--- src/rtl/psdf_pkg.sv ---
// Package with the shared types and defaults of the per-source sequence dedup filter.
`default_nettype none

package psdf_pkg;

  // Default table size and identifier width.
  localparam int TableDepthDef = 16;
  localparam int IdBitsDef     = 64;

  // Fixed field widths of the stream items.
  localparam int SrcPortW  = 64;
  localparam int SeqW      = 32;
  localparam int InDataW   = 104;
  localparam int OutDataW  = 8;

  // Bit positions inside the input tdata.
  localparam int InSeqLsb  = 64;
  localparam int InOpenBit = 96;

  // Bit positions inside the output tdata.
  localparam int OutAccBit   = 0;
  localparam int OutDupBit   = 1;
  localparam int OutFreshBit = 2;
  localparam int OutFullBit  = 3;

  // Search flags that walk down the chain of cells with a query.
  typedef struct packed {
    logic active;      // a query occupies this stage
    logic open;        // requests are accepted for this item
    logic hit;         // a valid entry with the same source was found
    logic dup;         // sequence not newer than the stored one
    logic free_found;  // a free entry was seen
  } tok_t;

  // Table update sent to every cell when a query leaves the chain.
  typedef struct packed {
    logic wr;     // write the selected entry
    logic alloc;  // entry is new: store source and set valid
  } cmt_t;

endpackage

`default_nettype wire

--- src/rtl/psdf_cell.sv ---
// One table entry of the dedup filter together with one stage of the query chain.
`default_nettype none

module psdf_cell #(
  parameter int ID_BITS = psdf_pkg::IdBitsDef,
  parameter int IDX_W   = 4,
  parameter int IDX     = 0
) (
  input  wire logic                      clk,
  input  wire logic                      rst_n,
  // Query coming from the previous cell.
  input  wire psdf_pkg::tok_t            tok_in,
  input  wire logic [ID_BITS-1:0]        src_in,
  input  wire logic [psdf_pkg::SeqW-1:0] seq_in,
  input  wire logic [IDX_W-1:0]          hit_idx_in,
  input  wire logic [IDX_W-1:0]          free_idx_in,
  // Query handed to the next cell.
  output psdf_pkg::tok_t                 tok_out,
  output logic [ID_BITS-1:0]             src_out,
  output logic [psdf_pkg::SeqW-1:0]      seq_out,
  output logic [IDX_W-1:0]               hit_idx_out,
  output logic [IDX_W-1:0]               free_idx_out,
  // Table update broadcast from the top level.
  input  wire psdf_pkg::cmt_t            cmt,
  input  wire logic [IDX_W-1:0]          cmt_idx,
  input  wire logic [ID_BITS-1:0]        cmt_src,
  input  wire logic [psdf_pkg::SeqW-1:0] cmt_seq
);

  localparam logic [IDX_W-1:0] MyIdx = IDX_W'(IDX);

  logic                      valid_r;
  logic [ID_BITS-1:0]        ent_src_r;
  logic [psdf_pkg::SeqW-1:0] ent_seq_r;

  psdf_pkg::tok_t            tok_r, tok_nxt;
  logic [ID_BITS-1:0]        src_r;
  logic [psdf_pkg::SeqW-1:0] seq_r;
  logic [IDX_W-1:0]          hit_idx_r, hit_idx_nxt;
  logic [IDX_W-1:0]          free_idx_r, free_idx_nxt;

  // Compare the passing query with this entry; the lowest match and free slot win.
  always_comb begin
    tok_nxt      = tok_in;
    hit_idx_nxt  = hit_idx_in;
    free_idx_nxt = free_idx_in;
    if (tok_in.active && valid_r && !tok_in.hit && (ent_src_r == src_in)) begin
      tok_nxt.hit = 1'b1;
      tok_nxt.dup = (seq_in <= ent_seq_r);
      hit_idx_nxt = MyIdx;
    end
    if (tok_in.active && !valid_r && !tok_in.free_found) begin
      tok_nxt.free_found = 1'b1;
      free_idx_nxt       = MyIdx;
    end
  end

  // Query stage register.
  always_ff @(posedge clk) begin
    if (!rst_n) begin
      tok_r <= '0;
    end else begin
      tok_r <= tok_nxt;
    end
    src_r      <= src_in;
    seq_r      <= seq_in;
    hit_idx_r  <= hit_idx_nxt;
    free_idx_r <= free_idx_nxt;
  end

  // Entry storage, written by the broadcast update.
  always_ff @(posedge clk) begin
    if (!rst_n) begin
      valid_r <= 1'b0;
    end else if (cmt.wr && cmt.alloc && (cmt_idx == MyIdx)) begin
      valid_r <= 1'b1;
    end
    if (cmt.wr && (cmt_idx == MyIdx)) begin
      ent_seq_r <= cmt_seq;
      if (cmt.alloc) begin
        ent_src_r <= cmt_src;
      end
    end
  end

  assign tok_out      = tok_r;
  assign src_out      = src_r;
  assign seq_out      = seq_r;
  assign hit_idx_out  = hit_idx_r;
  assign free_idx_out = free_idx_r;

endmodule

`default_nettype wire

--- src/rtl/per_source_sequence_dedup_filter.sv ---
// Top level of the per-source sequence dedup filter: query chain, table update and output.
//
// Each accepted item becomes a query that walks the row of TABLE_DEPTH cells, one cell per
// cycle; when it leaves the last cell the table is updated and the result is registered in
// the output register, or in the pending slot while the output register is still full. One
// item is in the chain at a time; a new item is taken as soon as the previous result sits in
// the output register, even while that result waits for out_tready. Every source found is
// compared on its low ID_BITS bits. The valid bits are cleared by reset at once; no clearing
// pass is needed.
`default_nettype none

module per_source_sequence_dedup_filter #(
  parameter int TABLE_DEPTH = psdf_pkg::TableDepthDef,
  parameter int ID_BITS     = psdf_pkg::IdBitsDef
) (
  input  wire logic                          clk,
  input  wire logic                          rst_n,
  // Input items.
  input  wire logic                          in_tvalid,
  output logic                               in_tready,
  // From bit 0: source_id[63:0], sequence_number[95:64], requests_open[96], zeros.
  input  wire logic [psdf_pkg::InDataW-1:0]  in_tdata,
  // Result items.
  output logic                               out_tvalid,
  input  wire logic                          out_tready,
  // From bit 0: accepted[0], duplicate[1], fresh[2], table_full[3], zeros.
  output logic [psdf_pkg::OutDataW-1:0]      out_tdata
);

  localparam int IDX_W = (TABLE_DEPTH > 1) ? $clog2(TABLE_DEPTH) : 1;
  localparam int SEQ_W = psdf_pkg::SeqW;

  // Chain links; link 0 is the injected query, link TABLE_DEPTH the tail.
  psdf_pkg::tok_t     tok  [TABLE_DEPTH+1];
  logic [ID_BITS-1:0] csrc [TABLE_DEPTH+1];
  logic [SEQ_W-1:0]   cseq [TABLE_DEPTH+1];
  logic [IDX_W-1:0]   chit [TABLE_DEPTH+1];
  logic [IDX_W-1:0]   cfree[TABLE_DEPTH+1];

  psdf_pkg::cmt_t     cmt;
  logic [IDX_W-1:0]   cmt_idx;

  logic       in_fire, out_fire, done, out_free;
  logic       busy_r;
  logic       out_valid_r;
  logic [3:0] out_res_r;
  logic       pend_valid_r;
  logic [3:0] pend_res_r;
  logic [3:0] res;
  logic       fresh, full;

  assign in_fire  = in_tvalid && in_tready;
  assign out_fire = out_valid_r && out_tready;
  assign out_free = !out_valid_r || out_fire;
  assign in_tready = !busy_r;

  // Inject the accepted item at the head of the chain.
  always_comb begin
    tok[0]            = '0;
    tok[0].active     = in_fire;
    tok[0].open       = in_tdata[psdf_pkg::InOpenBit];
    csrc[0]           = in_tdata[ID_BITS-1:0];
    cseq[0]           = in_tdata[psdf_pkg::InSeqLsb +: SEQ_W];
    chit[0]           = '0;
    cfree[0]          = '0;
  end

  // Row of table cells.
  for (genvar g = 0; g < TABLE_DEPTH; g++) begin : g_cell
    psdf_cell #(
      .ID_BITS (ID_BITS),
      .IDX_W   (IDX_W),
      .IDX     (g)
    ) u_cell (
      .clk          (clk),
      .rst_n        (rst_n),
      .tok_in       (tok[g]),
      .src_in       (csrc[g]),
      .seq_in       (cseq[g]),
      .hit_idx_in   (chit[g]),
      .free_idx_in  (cfree[g]),
      .tok_out      (tok[g+1]),
      .src_out      (csrc[g+1]),
      .seq_out      (cseq[g+1]),
      .hit_idx_out  (chit[g+1]),
      .free_idx_out (cfree[g+1]),
      .cmt          (cmt),
      .cmt_idx      (cmt_idx),
      .cmt_src      (csrc[TABLE_DEPTH]),
      .cmt_seq      (cseq[TABLE_DEPTH])
    );
  end

  // Decide the table update and the result when the query leaves the chain.
  always_comb begin
    done    = tok[TABLE_DEPTH].active;
    fresh   = tok[TABLE_DEPTH].open && !tok[TABLE_DEPTH].dup;
    full    = fresh && !tok[TABLE_DEPTH].hit && !tok[TABLE_DEPTH].free_found;
    cmt     = '0;
    cmt_idx = chit[TABLE_DEPTH];
    if (done && fresh) begin
      if (tok[TABLE_DEPTH].hit) begin
        cmt.wr = 1'b1;
      end else if (tok[TABLE_DEPTH].free_found) begin
        cmt.wr    = 1'b1;
        cmt.alloc = 1'b1;
        cmt_idx   = cfree[TABLE_DEPTH];
      end
    end
    res = {full, fresh, tok[TABLE_DEPTH].dup, tok[TABLE_DEPTH].open};
  end

  // Output register with one pending slot behind it.
  always_ff @(posedge clk) begin
    if (!rst_n) begin
      busy_r       <= 1'b0;
      out_valid_r  <= 1'b0;
      pend_valid_r <= 1'b0;
    end else begin
      priority if (done) begin
        if (out_free) begin
          out_valid_r <= 1'b1;
          busy_r      <= 1'b0;
        end else begin
          pend_valid_r <= 1'b1;
        end
      end else if (pend_valid_r && out_free) begin
        out_valid_r  <= 1'b1;
        pend_valid_r <= 1'b0;
        busy_r       <= 1'b0;
      end else begin
        // A taken result with nothing behind it empties the output register.
        if (out_fire) begin
          out_valid_r <= 1'b0;
        end
        if (in_fire) begin
          busy_r <= 1'b1;
        end
      end
    end
  end

  always_ff @(posedge clk) begin
    if (done && out_free) begin
      out_res_r <= res;
    end else if (pend_valid_r && out_free) begin
      out_res_r <= pend_res_r;
    end
    if (done && !out_free) begin
      pend_res_r <= res;
    end
  end

  assign out_tvalid = out_valid_r;
  assign out_tdata  = {{(psdf_pkg::OutDataW-4){1'b0}}, out_res_r};

endmodule

`default_nettype wire

--- config.mk ---
export PLATFORM = sky130hd
export DESIGN_NAME = per_source_sequence_dedup_filter
export DESIGN_NICKNAME = d
export VERILOG_FILES = /design/src/rtl/psdf_pkg.sv /design/src/rtl/psdf_cell.sv /design/src/rtl/per_source_sequence_dedup_filter.sv
export SDC_FILE = /design/constraint.sdc
export NUM_CORES = 2
export LEC_CHECK = 0
export BUFFER_PORTS_ARGS = -buffer_cell sky130_fd_sc_hd__buf_2
export CAP_MARGIN = 20
export CORE_MARGIN = 5
export CORE_UTILIZATION = 35
export DETAILED_ROUTE_END_ITERATION = 10
export SLEW_MARGIN = 40
export SYNTH_ARGS = -nofsm -noshare
export SYNTH_HDL_FRONTEND = slang
export SYNTH_SLANG_ARGS = --single-unit
--- constraint.sdc ---
create_clock -name clk -period 9.88 [get_ports clk]
set_input_delay 0.988 -clock clk [delete_from_list [all_inputs] [get_ports clk]]
set_output_delay 0.988 -clock clk [all_outputs]
set_load 0.005 [all_outputs]
After elaboration in Yosys (flattened, before gate mapping). Index checks and enable logic that the tools add are counted. W data, S select, Z words.

Flip-flop bits (word level): 3277. Latch bits: 0. Bits in writable memories: 0. Memory bits (read-only): 0. Input port bits: 108. Output and inout port bits: 10. Word-level logic and storage cells: 496. Memories: 0.

Add/subtract/negate cells: 0. Multipliers: 0. Divide/modulo/power cells: 0. Order comparisons: 16. Equal/unequal tests: 33. Shifts and indexed selects: 0. Multiplexer cells: 54. Bitwise logic cells: 0. Reduce and logical (&&, ||, !) cells: 198.

Operators with widths (count): $eq A64 B64 Y1 (16); $le A32 B32 Y1 (16); $logic_and A1 B1 Y1 (120); $logic_not A1 Y1 (52); $reduce_and A2 Y1 (20); $mux W2 (18); $eq A4 B4 Y1 const B (8); $mux W1 (31); $mux W4 (5); $eq A4 B3 Y1 const B (4); $eq A4 B2 Y1 const B (2); $reduce_bool A3 Y1 (2); $eq A4 B1 Y1 const B (1); $logic_not A4 Y1 (1); $ne A2 B2 Y1 const B (2); $reduce_bool A2 Y1 (2); $logic_or A1 B1 Y1 (1).

Logic depth before layout (Yosys ltp).
Word-level depth: 7. Gate-level depth with buffers: 8. Depth with buffers taken out: 8.

Hierarchy. From an unflattened synthesis, not the netlist that was laid out.

Cells, all modules: 6912. Area, all modules: 108668.0 µm².

By module, submodules not included: psdf_cell at g_cell[0].u_cell ... (instances 3, cells each 429, area an instance 6770.2 µm², seq. area each 5084.9 µm²); psdf_cell at g_cell[10].u_cell ... (instances 3, cells each 429, area an instance 6747.7 µm², seq. area each 5084.9 µm²); psdf_cell at g_cell[13].u_cell ... (instances 2, cells each 430, area an instance 6749.0 µm², seq. area each 5084.9 µm²); psdf_cell at g_cell[11].u_cell ... (instances 2, cells each 429, area an instance 6746.5 µm², seq. area each 5084.9 µm²); psdf_cell at g_cell[8].u_cell (instances 1, cells each 429, area an instance 6780.3 µm², seq. area each 5084.9 µm²); psdf_cell at g_cell[4].u_cell (instances 1, cells each 429, area an instance 6771.5 µm², seq. area each 5084.9 µm²); psdf_cell at g_cell[9].u_cell (instances 1, cells each 429, area an instance 6756.5 µm², seq. area each 5084.9 µm²); psdf_cell at g_cell[15].u_cell (instances 1, cells each 430, area an instance 6747.7 µm², seq. area each 5084.9 µm²); psdf_cell at g_cell[12].u_cell (instances 1, cells each 429, area an instance 6745.2 µm², seq. area each 5084.9 µm²); psdf_cell at g_cell[3].u_cell (instances 1, cells each 429, area an instance 6742.7 µm², seq. area each 5084.9 µm²); per_source_sequence_dedup_filter (instances 1, cells each 45, area an instance 579.3 µm², seq. area each 300.3 µm²).

Worst setup path before layout. No wires, ideal clock.

Path kind: register to register. Start point: reg g_cell[15].u_cell.tok_r (netlist bit g_cell[15].u_cell.tok_out[4]). End point: reg g_cell[0].u_cell.ent_src_r[0] (enable). Library setup time: 647 ps. Data arrival time: 7192 ps. Required time: 9233 ps. Setup slack: 2040 ps. Cell stages (with the launch flop): 6. Buffers on the path: 1. Clock period less this slack: 7840 ps. Path through: dfxtp_1 > clkbuf_2 > nand3b_1 > nor2_4 > a31oi_4 > nor4_1.

Longest elaborated chain between the ends: 5. Elaborated cells on any way between the ends: 6. Classes of those cells: mux: 2; reduce/logical: 4.

RTL lines: start, declared (line psdf_cell.sv:36) `psdf_pkg::tok_t tok_r, tok_nxt;`; start signal, assigned (line psdf_cell.sv:63) `tok_r <= tok_nxt;`; $logic_and A1 B1 Y1 * (line per_source_sequence_dedup_filter.sv:101) `if (done && fresh) begin`; $mux W4 (line per_source_sequence_dedup_filter.sv:101); $logic_not A4 Y1 (line psdf_cell.sv:78) `if (cmt.wr && (cmt_idx == MyIdx)) begin`; $logic_and A1 B1 Y1 (line psdf_cell.sv:78); $reduce_and A2 Y1 (no source line) *; end signal, assigned (line psdf_cell.sv:81) `ent_src_r <= cmt_src;`; end, declared (line psdf_cell.sv:33) `logic [ID_BITS-1:0] ent_src_r;`.

Every way passes the cells marked *; elsewhere a longest branch is shown, timed or not. A chain may end at the register's enable or synchronous reset.

Worst setup path after layout.
Start point: in rst_n. End point: reg g_cell[0].u_cell.tok_r (netlist bit g_cell[0].u_cell.tok_out[1]).

Longest elaborated chain between the ends: 1.

RTL lines: start, declared (line per_source_sequence_dedup_filter.sv:17) `input wire logic rst_n,`; $reduce_and A2 Y1 (no source line); end signal, assigned (line psdf_cell.sv:63); end, declared (line psdf_cell.sv:36).

Every way passes these cells.

==> results.json <==
{
  "status": "finished, final reports clean",
  "max_stage_delay_ns": 0.79,
  "syn_area_sq_um": 108000,
  "core_sq_um": 306000,
  "io_buffers": 106,
  "cp.required_ns": 10.60,
  "grt_max_degree": 74,
  "hold_start": "in_tdata[5]",
  "drcViolationCount": 0,
  "path_clk_slew_ns": 0.06,
  "drive_gt1_share_pct": 10.7,
  "nNetsFinal": 7950,
  "drtPass1Iterations": 5,
  "drt.antenna.violating_nets": 0,
  "viasPerCell": 4.50,
  "hold_viol": 0,
  "hold-path-endpoint": "g_cell[0].u_cell.src_out[5]",
  "yosys_warnings": 0,
  "vias": 52645,
  "drv_slew": 0,
  "start_util_pct": 35.1,
  "die_h_microns": 564,
  "synth_top_family_by_area": "XOR/XNOR gates",
  "cts.sinks": 3277,
  "place_congestion": 0.857,
  "critPathTopFamily": "simple AND/OR/NAND/NOR gates",
  "synth.area.top_cells": "edfxtp_1 (43%), dfxtp_1 (32%), ha_1 (6.0%)",
  "cts_tree": "yes",
  "irDropWorstVdd_v": 0.000161,
  "cp.depth": 7,
  "worstSetupEndpointType": "register",
  "tightest_slew_ns": 0.893,
  "cts_buffers": 323,
  "slowest_stage": "nor3_1",
  "yosysTopAreaCell": "edfxtp_1",
  "worst_r2r_endpoint": "g_cell[0].u_cell.tok_out[1]",
  "muxShareOfSynthArea_pct": 0.191,
  "period_needed_ns": 3.77,
  "switching_power_mw": 5.70,
  "grt.total_usage_pct": 15.0,
  "cts_hold_buf": 0,
  "die_w_microns": 564,
  "crit_buf_inv": 1,
  "wl_per_cell_microns": 20.8,
  "antenna_found_initial": 24,
  "synth-compound-area-share_pct": 2.85,
  "setup_viol": 0,
  "io_pins": 118,
  "synth_cell_types": 60,
  "syn_to_final_growth_pct": 16.3,
  "path_cells": "buf_6, nand3b_1, nor3_1, nand4_1, nor4_1, nand3_1, a311oi_1",
  "postCtsSetupBuffers": 0,
  "p_comb_share_pct": 2.2,
  "post_synth_fa_ha_maj_area_fraction_pct": 5.95,
  "path_class": "in -> reg",
  "clock-root-buffer": "clkbuf_16",
  "rr_startpoint": "busy_r",
  "gr-total-overflow": 0,
  "synthSimpleGateAreaFrac_pct": 5.32,
  "pwr-share-seq_pct": 53.7,
  "yosys.area.top_type_share_pct": 43.1,
  "cp.arrival_ns": 4.49,
  "critPathMaxFanout": 54,
  "power.leakage_nw": 47.1,
  "drv_cap": 0,
  "async_flop_share_pct": 0,
  "r2r_slack_ns": 6.39,
  "cts_buffer_depth": 4,
  "grt_pass1_vias": 53818,
  "hold_class": "in -> reg",
  "hpwl_microns": 184000,
  "cts-resized-gates": 0,
  "intPower_mw": 22.1,
  "pwr-share-clk_pct": 44.2,
  "p_per_area_nw_per_um2": 222,
  "ys_seq_area_share_pct": 75.3,
  "num_rows": 203,
  "tns_ns": 0,
  "ys_ff_latch": 3277,
  "fin_cells": 11698,
  "cts_max_level": 5,
  "switching_share_pct": 20.5,
  "skew_ns": 0.0726,
  "wirelength_microns": 243000,
  "grt_pass1_wl_microns": 356000,
  "dr.first_iter.drc_count": 3486,
  "synth_edf_count": 1544,
  "syn_inst": 6850,
  "fmax_ghz": 0.265,
  "dp.cells": 11097,
  "worst_setup_path_start_kind": "input port",
  "post-route-period-util_pct": 38.1,
  "reg2reg_depth": 6,
  "nFillCells": 27552,
  "insertion_delay_ns": 0.87,
  "rsz0062_at_grt": "no",
  "dieArea_sq_um": 319000,
  "synthFlopType": "dfxtp_1",
  "hold_depth": 1,
  "synth_area_per_cell_sq_um": 15.7,
  "slew_headroom_pct": 40.4,
  "synth_xor_area_share_pct": 8.21
}
-- synthesized netlist by cell type (4+ instances only) --
cell / n
dfxtp_1: 1733
edfxtp_1: 1544
xnor2_1: 656
inv_1: 583
ha_1: 512
xor2_1: 352
nand4_1: 292
a21oi_1: 178
nor4_1: 156
nand2_1: 124
nand3_1: 89
nor2b_1: 71
nor2_1: 50
and2_1: 48
a21o_1: 44
nand2b_1: 40
o21a_1: 35
o21ai_0: 31
or2_2: 28
a21boi_0: 24
and4_1: 22
or4_1: 20
a2111oi_0: 18
a211oi_1: 17
o2111ai_1: 17
o211ai_1: 17
mux2i_1: 16
a22o_1: 15
a2111o_1: 11
a221o_1: 11
nor4bb_1: 11
a221oi_1: 9
clkbuf_1: 9
o21ai_1: 8
nor3_1: 5
o31ai_1: 5
buf_2: 4
buf_4: 4
mux2_2: 4
o22ai_1: 4
-- flip-flops by register name, indices dropped and copies added (netlist names) --
signal / flops
g_cell.u_cell.valid_r: 16
g_cell.u_cell.hit_idx_out: 49
g_cell.u_cell.free_idx_out: 49
pend_valid_r: 1
pend_res_r: 4
g_cell.u_cell.ent_src_r: 1024
g_cell.u_cell.tok_out: 80
out_tvalid: 1
busy_r: 1
g_cell.u_cell.seq_out: 512
out_res_r: 4
g_cell.u_cell.ent_seq_r: 512
g_cell.u_cell.src_out: 1024
-- worst reg2reg max path: stages (launching register included) --
cell,delay (ns)
dfxtp_1,0.32
nand3b_1,0.68
nor3_1,0.82
nand4_1,0.27
nor4_1,0.65
nand3_1,0.35
a311oi_1,0.31
-- through the flow --
step | instance area, sq um | utilization [%] | total power [mW] | hold slack [ns] | worst slack (ns)
global route | 125000 | 40.9 | 28.8 | 0.211 | 6.00
floorplan | 108000 | - | 15.4 | 0.331 | 2.04
detailed placement | 114000 | 37.3 | 15.8 | 0.344 | 5.14
global placement | 114000 | 37.2 | 15.8 | 0.344 | 5.19
CTS | 125000 | 40.8 | 28.1 | 0.190 | 6.00
finish | 125000 | 40.9 | 27.8 | 0.253 | 6.11
-- cell type report --
type / instances / area, sq um / share of cell area [%]
Antenna cell: 5 / 12.5 / 0.0100
Clock buffer: 461 / 9440 / 7.55
Clock inverter: 127 / 1360 / 1.09
Inverter: 583 / 2190 / 1.75
Multi-Input combinational cell: 2972 / 24500 / 19.6
Sequential cell: 3277 / 81100 / 64.9
Tap cell: 4100 / 5130 / 4.10
Timing Repair Buffer: 173 / 1310 / 1.05
-- power by group through the flow --
stage / registers (mW) / clock network, mW / logic (mW)
2_1_floorplan: 15.0 / 0 / 0.356
3_3_place_gp: 15.2 / 0 / 0.593
3_5_place_dp: 15.2 / 0 / 0.608
4_1_cts: 14.9 / 12.6 / 0.612
5_1_grt: 15.0 / 13.1 / 0.657
6_report: 14.9 / 12.3 / 0.599
-- placed cells by master (no fill, tap or decap), types with 40 or more instances in the layout --
cell and count:
nand4_1 292, edfxtp_1 1544, xor2_1 352, clkinv_2 56, inv_1 583, a21oi_1 178
buf_2 105, clkbuf_1 71, xnor2_1 656, dfxtp_2 61, nand2_1 124, nor4_1 149
a21o_1 44, nand2b_1 40, nand3_1 89, ha_1 512, clkbuf_8 52, clkbuf_16 341
dfxtp_1 1672, and2_1 48, nor2b_1 71
-- per-layer routing --
metal | track usage [%] | up-vias | routed length [microns]
li1 | - | 25202 | -
met1 | 20.4 | 25867 | 111000
met2 | 24.8 | 1199 | 114000
met3 | 2.16 | 377 | 11100
met4 | 4.64 | 0 | 7590
met5 | 0 | - | 0
-- cells by family after synthesis --
| logic type | after synthesis |
|---|---|
| buffers and inverters | 604 |
| multiplexers | 20 |
| adder cells (fa/ha/maj) | 512 |
| other | 1 |
| AO/OA/AOI/OAI | 456 |
| flip-flops | 3277 |
| AND/OR/NAND/NOR | 972 |
| XOR/XNOR | 1008 |
-- worst max path at each step --
stage,slack (ns),startpoint,to
after floorplan,2.04,g_cell[15].u_cell.tok_out[4],g_cell[0].u_cell.ent_src_r[0]
after global placement,5.19,rst_n,g_cell[0].u_cell.tok_out[1]
after detailed placement,5.14,rst_n,g_cell[0].u_cell.tok_out[1]
after CTS,6.00,rst_n,g_cell[0].u_cell.tok_out[1]
after global routing,6.00,rst_n,g_cell[0].u_cell.tok_out[1]
final,6.11,rst_n,g_cell[0].u_cell.tok_out[1]
Power figures use the tool's default switching activity.
